[config.mk]
export PLATFORM = sky130hd
export DESIGN_NAME = indexed_doubly_linked_list
export DESIGN_NICKNAME = d
export VERILOG_FILES = /design/src/idll_pkg.sv /design/src/idll_link_mem.sv /design/src/indexed_doubly_linked_list.sv
export VERILOG_INCLUDE_DIRS = /design/src /design/src/src
export SDC_FILE = /design/constraint.sdc
export NUM_CORES = 1
export LEC_CHECK = 0
export BUFFER_PORTS_ARGS = -buffer_cell sky130_fd_sc_hd__buf_2
export CAP_MARGIN = 0
export CORE_UTILIZATION = 60
export CTS_CLUSTER_SIZE = 14
export DETAILED_ROUTE_END_ITERATION = 6
export GPL_TIMING_DRIVEN = 0
export MAX_ROUTING_LAYER = met4
export PLACE_DENSITY = 0.76
export SETUP_SLACK_MARGIN = 0.3
export SLEW_MARGIN = 0
export SYNTH_ARGS = -nofsm -noshare
export SYNTH_HDL_FRONTEND = slang
export SYNTH_SLANG_ARGS = --single-unit
[constraint.sdc]
create_clock -name clk -period 8.6 [get_ports clk]
set_clock_uncertainty 0.2 [all_clocks]
set_input_delay 1.29 -clock clk [delete_from_list [all_inputs] [get_ports clk]]
set_output_delay 1.29 -clock clk [all_outputs]
set_load 0.01 [all_outputs]
[src/indexed_doubly_linked_list_assert.svh]
// Assertion macros shared by the list RTL.
`ifndef INDEXED_DOUBLY_LINKED_LIST_ASSERT_SVH
`define INDEXED_DOUBLY_LINKED_LIST_ASSERT_SVH

// A condition that must hold at every clock edge outside reset.
`define IDLL_ASSERT_ALWAYS(LBL, CLK, RSTN, COND) \
  LBL: assert property (@(posedge CLK) disable iff (!RSTN) (COND)) \
    else $error("idll: invariant violated");

// A consequence that must hold in the same cycle as its trigger.
`define IDLL_ASSERT_SAME(LBL, CLK, RSTN, ANTE, CONS) \
  LBL: assert property (@(posedge CLK) disable iff (!RSTN) (ANTE) |-> (CONS)) \
    else $error("idll: same-cycle check failed");

// A consequence that must hold in the cycle after its trigger.
`define IDLL_ASSERT_NEXT(LBL, CLK, RSTN, ANTE, CONS) \
  LBL: assert property (@(posedge CLK) disable iff (!RSTN) (ANTE) |=> (CONS)) \
    else $error("idll: next-cycle check failed");

`endif

[src/idll_pkg.sv]
`default_nettype none

package idll_pkg;

  // Width of a node id on every port and in the link tables.
  localparam int ID_W = 7;
  // Default number of nodes.
  localparam int NODES_DEF = 64;
  // Packed widths of the stream payloads.
  localparam int IN_TDATA_W = 16;
  localparam int OUT_TDATA_W = 8;
  localparam int OUT_TUSER_W = 2;

  typedef enum logic [1:0] {
    CMD_INS_BEFORE = 2'd0,
    CMD_INS_AFTER  = 2'd1,
    CMD_REMOVE     = 2'd2,
    CMD_WALK       = 2'd3
  } cmd_t;

  typedef enum logic [1:0] {
    ST_OK       = 2'd0,
    ST_IGNORED  = 2'd1,
    ST_REJECTED = 2'd2
  } status_t;

  // One write to a link table, addressed by node id.
  typedef struct packed {
    logic            we;
    logic [ID_W-1:0] id;
    logic [ID_W-1:0] data;
  } link_wr_t;

endpackage

`default_nettype wire

[src/idll_link_mem.sv]
`default_nettype none

module idll_link_mem import idll_pkg::*; #(
  parameter int DEPTH = NODES_DEF
) (
  input  wire logic            clk,
  input  wire logic            rst_n,
  input  wire link_wr_t        wr,
  input  wire logic [ID_W-1:0] rd_id,
  output logic      [ID_W-1:0] rd_data
);

  localparam int IDX_W = (DEPTH > 1) ? $clog2(DEPTH) : 1;

  logic [ID_W-1:0]  link_r [DEPTH];
  logic [DEPTH-1:0] vld_r;
  logic [ID_W-1:0]  rdata_r;
  logic [ID_W-1:0]  wr_id_m1;
  logic [ID_W-1:0]  rd_id_m1;
  logic [IDX_W-1:0] widx;
  logic [IDX_W-1:0] ridx;

  // Node id n lives in entry n-1.
  assign wr_id_m1 = wr.id - ID_W'(1);
  assign rd_id_m1 = rd_id - ID_W'(1);
  assign widx     = wr_id_m1[IDX_W-1:0];
  assign ridx     = rd_id_m1[IDX_W-1:0];

  // Valid bits: an entry never written reads as no neighbor.
  always_ff @(posedge clk) begin
    if (!rst_n) begin
      vld_r <= '0;
    end else if (wr.we) begin
      vld_r[widx] <= 1'b1;
    end
  end

  // Storage with one write port and one registered read port.
  always_ff @(posedge clk) begin
    if (wr.we) begin
      link_r[widx] <= wr.data;
    end
    rdata_r <= vld_r[ridx] ? link_r[ridx] : '0;
  end

  assign rd_data = rdata_r;

endmodule

`default_nettype wire

[src/indexed_doubly_linked_list.sv]
// Ordered list of node ids 1..NODES kept as prev/next link tables and a head
// pointer; after reset the list holds node 1 alone. Each input beat carries a
// command: insert a node before or after a listed anchor, remove a node, or
// walk the list. Insert and remove return one beat with a status (done,
// removal ignored, insert rejected); a walk returns one beat per listed node
// from head to tail, tlast on the final one. One item is handled at a time
// by a small sequencer around two link memories, each with one write port
// and one registered read port. A walk emits one id per cycle while the
// output is not stalled, because each next-link read returns in time to
// address the next one.
`default_nettype none

`include "indexed_doubly_linked_list_assert.svh"

module indexed_doubly_linked_list import idll_pkg::*; #(
  parameter int NODES = NODES_DEF
) (
  input  wire logic                   clk,
  input  wire logic                   rst_n,
  input  wire logic                   in_tvalid,
  output logic                        in_tready,
  // [1:0] command, [8:2] node, [15:9] anchor
  input  wire logic [IN_TDATA_W-1:0]  in_tdata,
  output logic                        out_tvalid,
  input  wire logic                   out_tready,
  // [6:0] node_id, [7] zero
  output logic      [OUT_TDATA_W-1:0] out_tdata,
  output logic                        out_tlast,
  // [1:0] status
  output logic      [OUT_TUSER_W-1:0] out_tuser
);

  localparam int CNT_W = $clog2(NODES);
  localparam logic [ID_W-1:0] MAX_ID = ID_W'(NODES);
  localparam logic [CNT_W-1:0] CNT_LAST = CNT_W'(NODES - 1);

  typedef enum logic [2:0] {
    S_IDLE,
    S_RDA,
    S_CHK,
    S_INS2,
    S_RMV,
    S_RMV2,
    S_RES,
    S_WALK
  } state_t;

  state_t          state_r, state_nxt;
  cmd_t            cmd_r, cmd_nxt;
  logic [ID_W-1:0] node_r, node_nxt;
  logic [ID_W-1:0] anchor_r, anchor_nxt;
  logic [ID_W-1:0] head_r, head_nxt;
  logic [ID_W-1:0] nb_r, nb_nxt;
  logic            bad_r, bad_nxt;
  logic [ID_W-1:0] t_r, t_nxt;
  logic [CNT_W-1:0] cnt_r, cnt_nxt;
  status_t         status_r, status_nxt;
  logic            out_valid_r, out_valid_nxt;
  logic [ID_W-1:0] out_data_r, out_data_nxt;
  logic            out_last_r, out_last_nxt;
  status_t         out_status_r, out_status_nxt;

  cmd_t            in_cmd;
  logic [ID_W-1:0] in_node;
  logic [ID_W-1:0] in_anchor;
  logic [ID_W-1:0] rd_id;
  logic [ID_W-1:0] prev_rdata;
  logic [ID_W-1:0] next_rdata;
  link_wr_t        prev_wr;
  link_wr_t        next_wr;
  logic            out_free;
  logic            after;
  logic            a_listed;
  logic [ID_W-1:0] nb;
  logic            walk_last;

  function automatic logic id_ok(input logic [ID_W-1:0] id);
    return (id != '0) && (id <= MAX_ID);
  endfunction

  // Input beat fields.
  assign in_cmd    = cmd_t'(in_tdata[1:0]);
  assign in_node   = in_tdata[8:2];
  assign in_anchor = in_tdata[15:9];

  assign in_tready = (state_r == S_IDLE);
  assign out_free  = !out_valid_r || out_tready;
  assign after     = (cmd_r == CMD_INS_AFTER);
  assign a_listed  = (prev_rdata != '0) || (next_rdata != '0) || (head_r == anchor_r);
  assign nb        = after ? next_rdata : prev_rdata;
  assign walk_last = (next_rdata == '0) || (cnt_r == CNT_LAST);

  // Link tables.
  idll_link_mem #(.DEPTH(NODES)) u_prev (
    .clk     (clk),
    .rst_n   (rst_n),
    .wr      (prev_wr),
    .rd_id   (rd_id),
    .rd_data (prev_rdata)
  );

  idll_link_mem #(.DEPTH(NODES)) u_next (
    .clk     (clk),
    .rst_n   (rst_n),
    .wr      (next_wr),
    .rd_id   (rd_id),
    .rd_data (next_rdata)
  );

  // Sequencer.
  always_comb begin
    state_nxt      = state_r;
    cmd_nxt        = cmd_r;
    node_nxt       = node_r;
    anchor_nxt     = anchor_r;
    head_nxt       = head_r;
    nb_nxt         = nb_r;
    bad_nxt        = bad_r;
    t_nxt          = t_r;
    cnt_nxt        = cnt_r;
    status_nxt     = status_r;
    out_valid_nxt  = out_valid_r && !out_tready;
    out_data_nxt   = out_data_r;
    out_last_nxt   = out_last_r;
    out_status_nxt = out_status_r;
    prev_wr        = '0;
    next_wr        = '0;
    rd_id          = node_r;

    unique case (state_r)
      S_IDLE: begin
        rd_id = (in_cmd == CMD_WALK) ? head_r : in_node;
        if (in_tvalid) begin
          cmd_nxt    = in_cmd;
          node_nxt   = in_node;
          anchor_nxt = in_anchor;
          unique case (in_cmd) inside
            CMD_INS_BEFORE, CMD_INS_AFTER: begin
              if (!id_ok(in_node) || !id_ok(in_anchor)) begin
                status_nxt = ST_REJECTED;
                state_nxt  = S_RES;
              end else begin
                state_nxt = S_RDA;
              end
            end
            CMD_REMOVE: begin
              if (!id_ok(in_node)) begin
                status_nxt = ST_IGNORED;
                state_nxt  = S_RES;
              end else begin
                state_nxt = S_RMV;
              end
            end
            default: begin
              t_nxt     = head_r;
              cnt_nxt   = '0;
              state_nxt = S_WALK;
            end
          endcase
        end
      end

      // Links of the new node are back; fetch the anchor's.
      S_RDA: begin
        bad_nxt   = (prev_rdata != '0) || (next_rdata != '0) || (head_r == node_r);
        rd_id     = anchor_r;
        state_nxt = S_CHK;
      end

      // Check the anchor and link the new node to its neighbors.
      S_CHK: begin
        if (bad_r || !a_listed) begin
          status_nxt = ST_REJECTED;
          state_nxt  = S_RES;
        end else begin
          prev_wr   = '{we: 1'b1, id: node_r, data: after ? anchor_r : nb};
          next_wr   = '{we: 1'b1, id: node_r, data: after ? nb : anchor_r};
          nb_nxt    = nb;
          state_nxt = S_INS2;
        end
      end

      // Point the anchor and its old neighbor at the new node.
      S_INS2: begin
        if (after) begin
          prev_wr = '{we: (nb_r != '0), id: nb_r, data: node_r};
          next_wr = '{we: 1'b1, id: anchor_r, data: node_r};
        end else begin
          next_wr = '{we: (nb_r != '0), id: nb_r, data: node_r};
          prev_wr = '{we: 1'b1, id: anchor_r, data: node_r};
          if (head_r == anchor_r) begin
            head_nxt = node_r;
          end
        end
        status_nxt = ST_OK;
        state_nxt  = S_RES;
      end

      // Bridge the neighbors of the removed node.
      S_RMV: begin
        if ((prev_rdata == '0) && (next_rdata == '0)) begin
          status_nxt = ST_IGNORED;
          state_nxt  = S_RES;
        end else begin
          prev_wr = '{we: (next_rdata != '0), id: next_rdata, data: prev_rdata};
          next_wr = '{we: (prev_rdata != '0), id: prev_rdata, data: next_rdata};
          if (prev_rdata == '0) begin
            head_nxt = next_rdata;
          end
          state_nxt = S_RMV2;
        end
      end

      // Clear the removed node's own links.
      S_RMV2: begin
        prev_wr    = '{we: 1'b1, id: node_r, data: '0};
        next_wr    = '{we: 1'b1, id: node_r, data: '0};
        status_nxt = ST_OK;
        state_nxt  = S_RES;
      end

      // Single result beat of an insert or remove.
      S_RES: begin
        if (out_free) begin
          out_valid_nxt  = 1'b1;
          out_data_nxt   = '0;
          out_last_nxt   = 1'b1;
          out_status_nxt = status_r;
          state_nxt      = S_IDLE;
        end
      end

      // One id per cycle while the output is free; the next link read is issued as the id leaves.
      S_WALK: begin
        rd_id = (out_free && !walk_last) ? next_rdata : t_r;
        if (out_free) begin
          out_valid_nxt  = 1'b1;
          out_data_nxt   = t_r;
          out_last_nxt   = walk_last;
          out_status_nxt = ST_OK;
          if (walk_last) begin
            state_nxt = S_IDLE;
          end else begin
            t_nxt   = next_rdata;
            cnt_nxt = cnt_r + CNT_W'(1);
          end
        end
      end

      default: begin
        state_nxt = S_IDLE;
      end
    endcase
  end

  // State and registered outputs.
  always_ff @(posedge clk) begin
    if (!rst_n) begin
      state_r     <= S_IDLE;
      head_r      <= ID_W'(1);
      out_valid_r <= 1'b0;
    end else begin
      state_r     <= state_nxt;
      head_r      <= head_nxt;
      out_valid_r <= out_valid_nxt;
    end
    cmd_r        <= cmd_nxt;
    node_r       <= node_nxt;
    anchor_r     <= anchor_nxt;
    nb_r         <= nb_nxt;
    bad_r        <= bad_nxt;
    t_r          <= t_nxt;
    cnt_r        <= cnt_nxt;
    status_r     <= status_nxt;
    out_data_r   <= out_data_nxt;
    out_last_r   <= out_last_nxt;
    out_status_r <= out_status_nxt;
  end

  assign out_tvalid = out_valid_r;
  assign out_tdata  = {1'b0, out_data_r};
  assign out_tlast  = out_last_r;
  assign out_tuser  = out_status_r;

  // Checks.
  `IDLL_ASSERT_ALWAYS(a_head_valid, clk, rst_n, (head_r != '0) && (head_r <= MAX_ID))
  `IDLL_ASSERT_NEXT(a_busy_after_accept, clk, rst_n, in_tvalid && in_tready, !in_tready)
  `IDLL_ASSERT_SAME(a_status_single, clk, rst_n, out_tvalid && (out_tuser != ST_OK),
                    out_tlast && (out_tdata == '0))
  `IDLL_ASSERT_SAME(a_walk_id_valid, clk, rst_n, state_r == S_WALK,
                    (t_r != '0) && (t_r <= MAX_ID))

endmodule

`default_nettype wire
==> out/summary.txt <==
Share of the synthesized area in the top cell type = 64.34%
Post-synth EDFFs = 945
Post-synth top flop = edfxtp_1
RSZ-0062 raised after global routing = no
Endpoint type of the worst setup path = register
Residual DRC = 0
Post-synthesis async set-or-reset flop share = 0%
Die width = 273.1 um
Run status = finished with violations
Root Driver = clkbuf_16
RR Endpoint = u_prev.rd_data[4]$_SDFF_PN0_
Yosys warns = 0
Dpl cell area = 45,830 sq um
P_leak = 15.92 nW
Layout Cells excl Fill = 3,733
Hold_buf cts = 0
P&R area growth vs syn = 12.27%
Max-cap violations = 1
# H-tree levels = 3
FF+latch area = 31,440 sq um
Routed vias/inst = 6.802
Number of buffers added on ports = 30
Critical Path Source = in_tdata[1]
CTS tree = done
Syn Std Cell Area = 44,100 sq um
Unique masters post-synth = 76
Failing checks = max-capacitance violations
Die ar. = 74,600 sq um
Max IR drop VDD = 0.2795 mV
Pwr/cell area = 426.9 nW/um^2
Most frequent CP cell = clkbuf_1
Slew headroom = 0.9708%
Die Y-Extent = 273.1 um
Hold depth = 2
Pin count of the biggest net entering global routing = 65
Clk pin slew, worst setup/hold paths = 0.07 ns
Area leader, netlist = edfxtp_1
CTS buffer count = 105
Multi-input gate area = 12,000 sq um
Final setup vio count = 0
Register area share after synthesis = 71.29%
Crit path max-delay cell type = clkbuf_1
DR vias = 25,390
Filler cell count in the final layout = 4,601
Hold Worst Slack = 0.2489 ns
Most frequent cells in the layout = edfxtp_1 (945), mux4_2 (256), nand2_1 (209), dfxtp_1 (153), nor2_1 (144)
Crit-path cells = buf_2 -> clkbuf_1 -> nand2_1 -> a2111oi_0 -> or3_1 -> o21ai_2 -> inv_2 -> buf_6 -> buf_6 -> buf_4 -> buf_2 -> ha_1 -> buf_1 -> clkbuf_1 -> clkbuf_1 -> mux4_2 -> mux2i_1 -> a2111oi_0 -> o31a_1
Layout cell share with drive strength beyond 1 = 23.40%
Dpl ws = -0.5024 ns
Final hold violation count = 0
First-pass GRT wire length = 165.7 mm
Routability Congestion = 0.9650
Vias in the first global route = 25,270
Slew @ Worst Pin = 1.474 ns
Clock sinks = 1,098
Setup crit start kind = input port
Initial core utilization = 60.55%
GRT overflow = 0
Crit path kind = in -> reg
Placed insts = 3,531
Initial antenna violation count = 1
DP HPWL = 75.61 mm
FP Rows = 99
Final Cycle Share = 95.18%
Detail Route Antenna Nets = 0
Final worst slack = 0.4144 ns
Yosys reg bits = 1,098
Crit path time final = 8.186 ns
Drt total wl = 113.6 mm
Commonest non-fill, non-tap cell in the layout = edfxtp_1
Hold Path End = u_prev.vld_r[23]$_SDFFE_PN0P_
Post-route cell area = 49,520 sq um
Total GRT Usage = 31.79%
Ranking of synthesized cells by area = edfxtp_1 (64%), mux4_2 (13%), dfxtp_1 (6.9%), nand2_1 (1.8%), o21ai_0 (1.4%)
Initial DRC count = 3,435
Reg2Reg Depth = 18
Critical path data arrival time = 8.61 ns
Type of the most critical hold path = reg -> reg
WL/cell = 30.42 um
Power Total = 21.14 mW
CP max stage delay = 0.89 ns
Core Area = 72,830 sq um
Fmax = 0.1222 GHz
Latest clock arrival within the worst-skew pair = 0.70 ns
HP Start = u_prev.vld_r[23]$_SDFFE_PN0P_
WP data required = 9.02 ns
Post-Syn Nets = 2,548
RR Startpoint = u_next.rd_data[3]$_SDFF_PN0_
Syn Area/Cell = 17.47 sq um
Ports = 33
Nets@finish = 2,704
Post-Syn Instances = 2,524
Iteration count of the initial detailed-routing pass = 7
R2R Setup Slk = 0.82 ns
Final Slew Violations = 0
Worst-path maximum fanout = 10
CTS max path bufs = 3
critical path: cells and delay by family:
family | cells | cell delay (ns)
AOI/OAI and AO/OA | 4 | 1.66
adders and majority gates | 1 | 0.35
buffers and inverters | 10 | 4.23
muxes | 2 | 0.50
and+or+nand+nor | 2 | 0.54
kinds of logic after synthesis:
logic type               Yosys count  share of synthesized area [%]
adder cells (fa/ha/maj)            4                         0.1135
AO/OA/AOI/OAI                    382                          5.986
multiplexers                     317                          14.58
XOR/XNOR                          38                         0.8653
buffers and inverters            159                          1.696
other                              1                       0.008502
AND/OR/NAND/NOR                  525                          5.470
flip-flops                      1098                          71.29
cell usage after synthesis, types with 18 or more instances:
cell	n
edfxtp_1	945
mux4_2	256
nand2_1	210
dfxtp_1	153
nor2_1	144
o21ai_0	121
clkbuf_1	81
buf_2	43
mux2_2	42
a22oi_1	35
nand3_1	32
a21oi_1	30
a211oi_1	25
and2_1	23
nor3_1	21
mux2i_1	19
o21a_1	19
xnor2_1	18
where the power goes:
group	switching (mW)	internal (mW)
clock network	2.02	2.77
registers	0.231	6.42
logic	6.09	3.61
total	8.34	12.8
metal layers:
| layer | up-vias | GRT usage [%] | share of wire [%] |
|---|---|---|---|
| met3 | 321 | 6.212 | 9.8 |
| met2 | 1661 | 48.66 | 48 |
| li1 | 10490 | - | - |
| met5 | - | - | 0 |
| met4 | 0 | 13.19 | 4.7 |
| met1 | 12920 | 42.19 | 38 |
through the flow:
step	TNS [ns]	util [%]
3_3_place_gp	-5.016	62.41
6_report	0	67.98
4_1_cts	0	67.94
3_5_place_dp	-4.541	62.92
5_1_grt	0	67.98
2_1_floorplan	0	-
final cells by class:
cell class | count | area share (%)
sequential | 1098 | 63.50
timing repair buffer | 49 | 0.9097
multi-input combinational | 1267 | 24.24
antenna | 1 | 0.005054
clock buffer | 147 | 6.254
tap | 959 | 2.423
inverter | 10 | 0.07581
clock inverter | 53 | 1.127
buffer | 149 | 1.473
worst max-delay path by stage:
stage / to / slack [ns] / cells past startpoint
global placement: u_prev.rd_data[2]$_SDFF_PN0_ / -0.57 / 20
finish: u_prev.rd_data[4]$_SDFF_PN0_ / 0.41 / 19
CTS: u_prev.rd_data[2]$_SDFF_PN0_ / 0.30 / 19
detailed placement: u_prev.rd_data[2]$_SDFF_PN0_ / -0.50 / 20
floorplan: u_prev.rd_data[0]$_SDFF_PN0_ / 2.56 / 19
global route: u_prev.rd_data[3]$_SDFF_PN0_ / 0.37 / 20
registers in the layout (all words and copies together), names as in the netlist:
name,flops
u_next.link_r,448
u_prev.link_r,448
u_next.vld_r,64
u_prev.vld_r,64
anchor_r,7
head_r,7
nb_r,7
node_r,7
out_data_r,7
t_r,7
u_next.rd_data,7
u_prev.rd_data,7
cnt_r,6
state_r,3
cmd_r,2
out_tuser,2
status_r,2
bad_r,1
out_tlast,1
out_tvalid,1
timing repair:
item                                    in CTS  in global routing
setup buffers                                0                  0
endpoints found under the setup margin       7                  7
gates resized for setup                      5                 11
(Power assumes the default switching activity.)
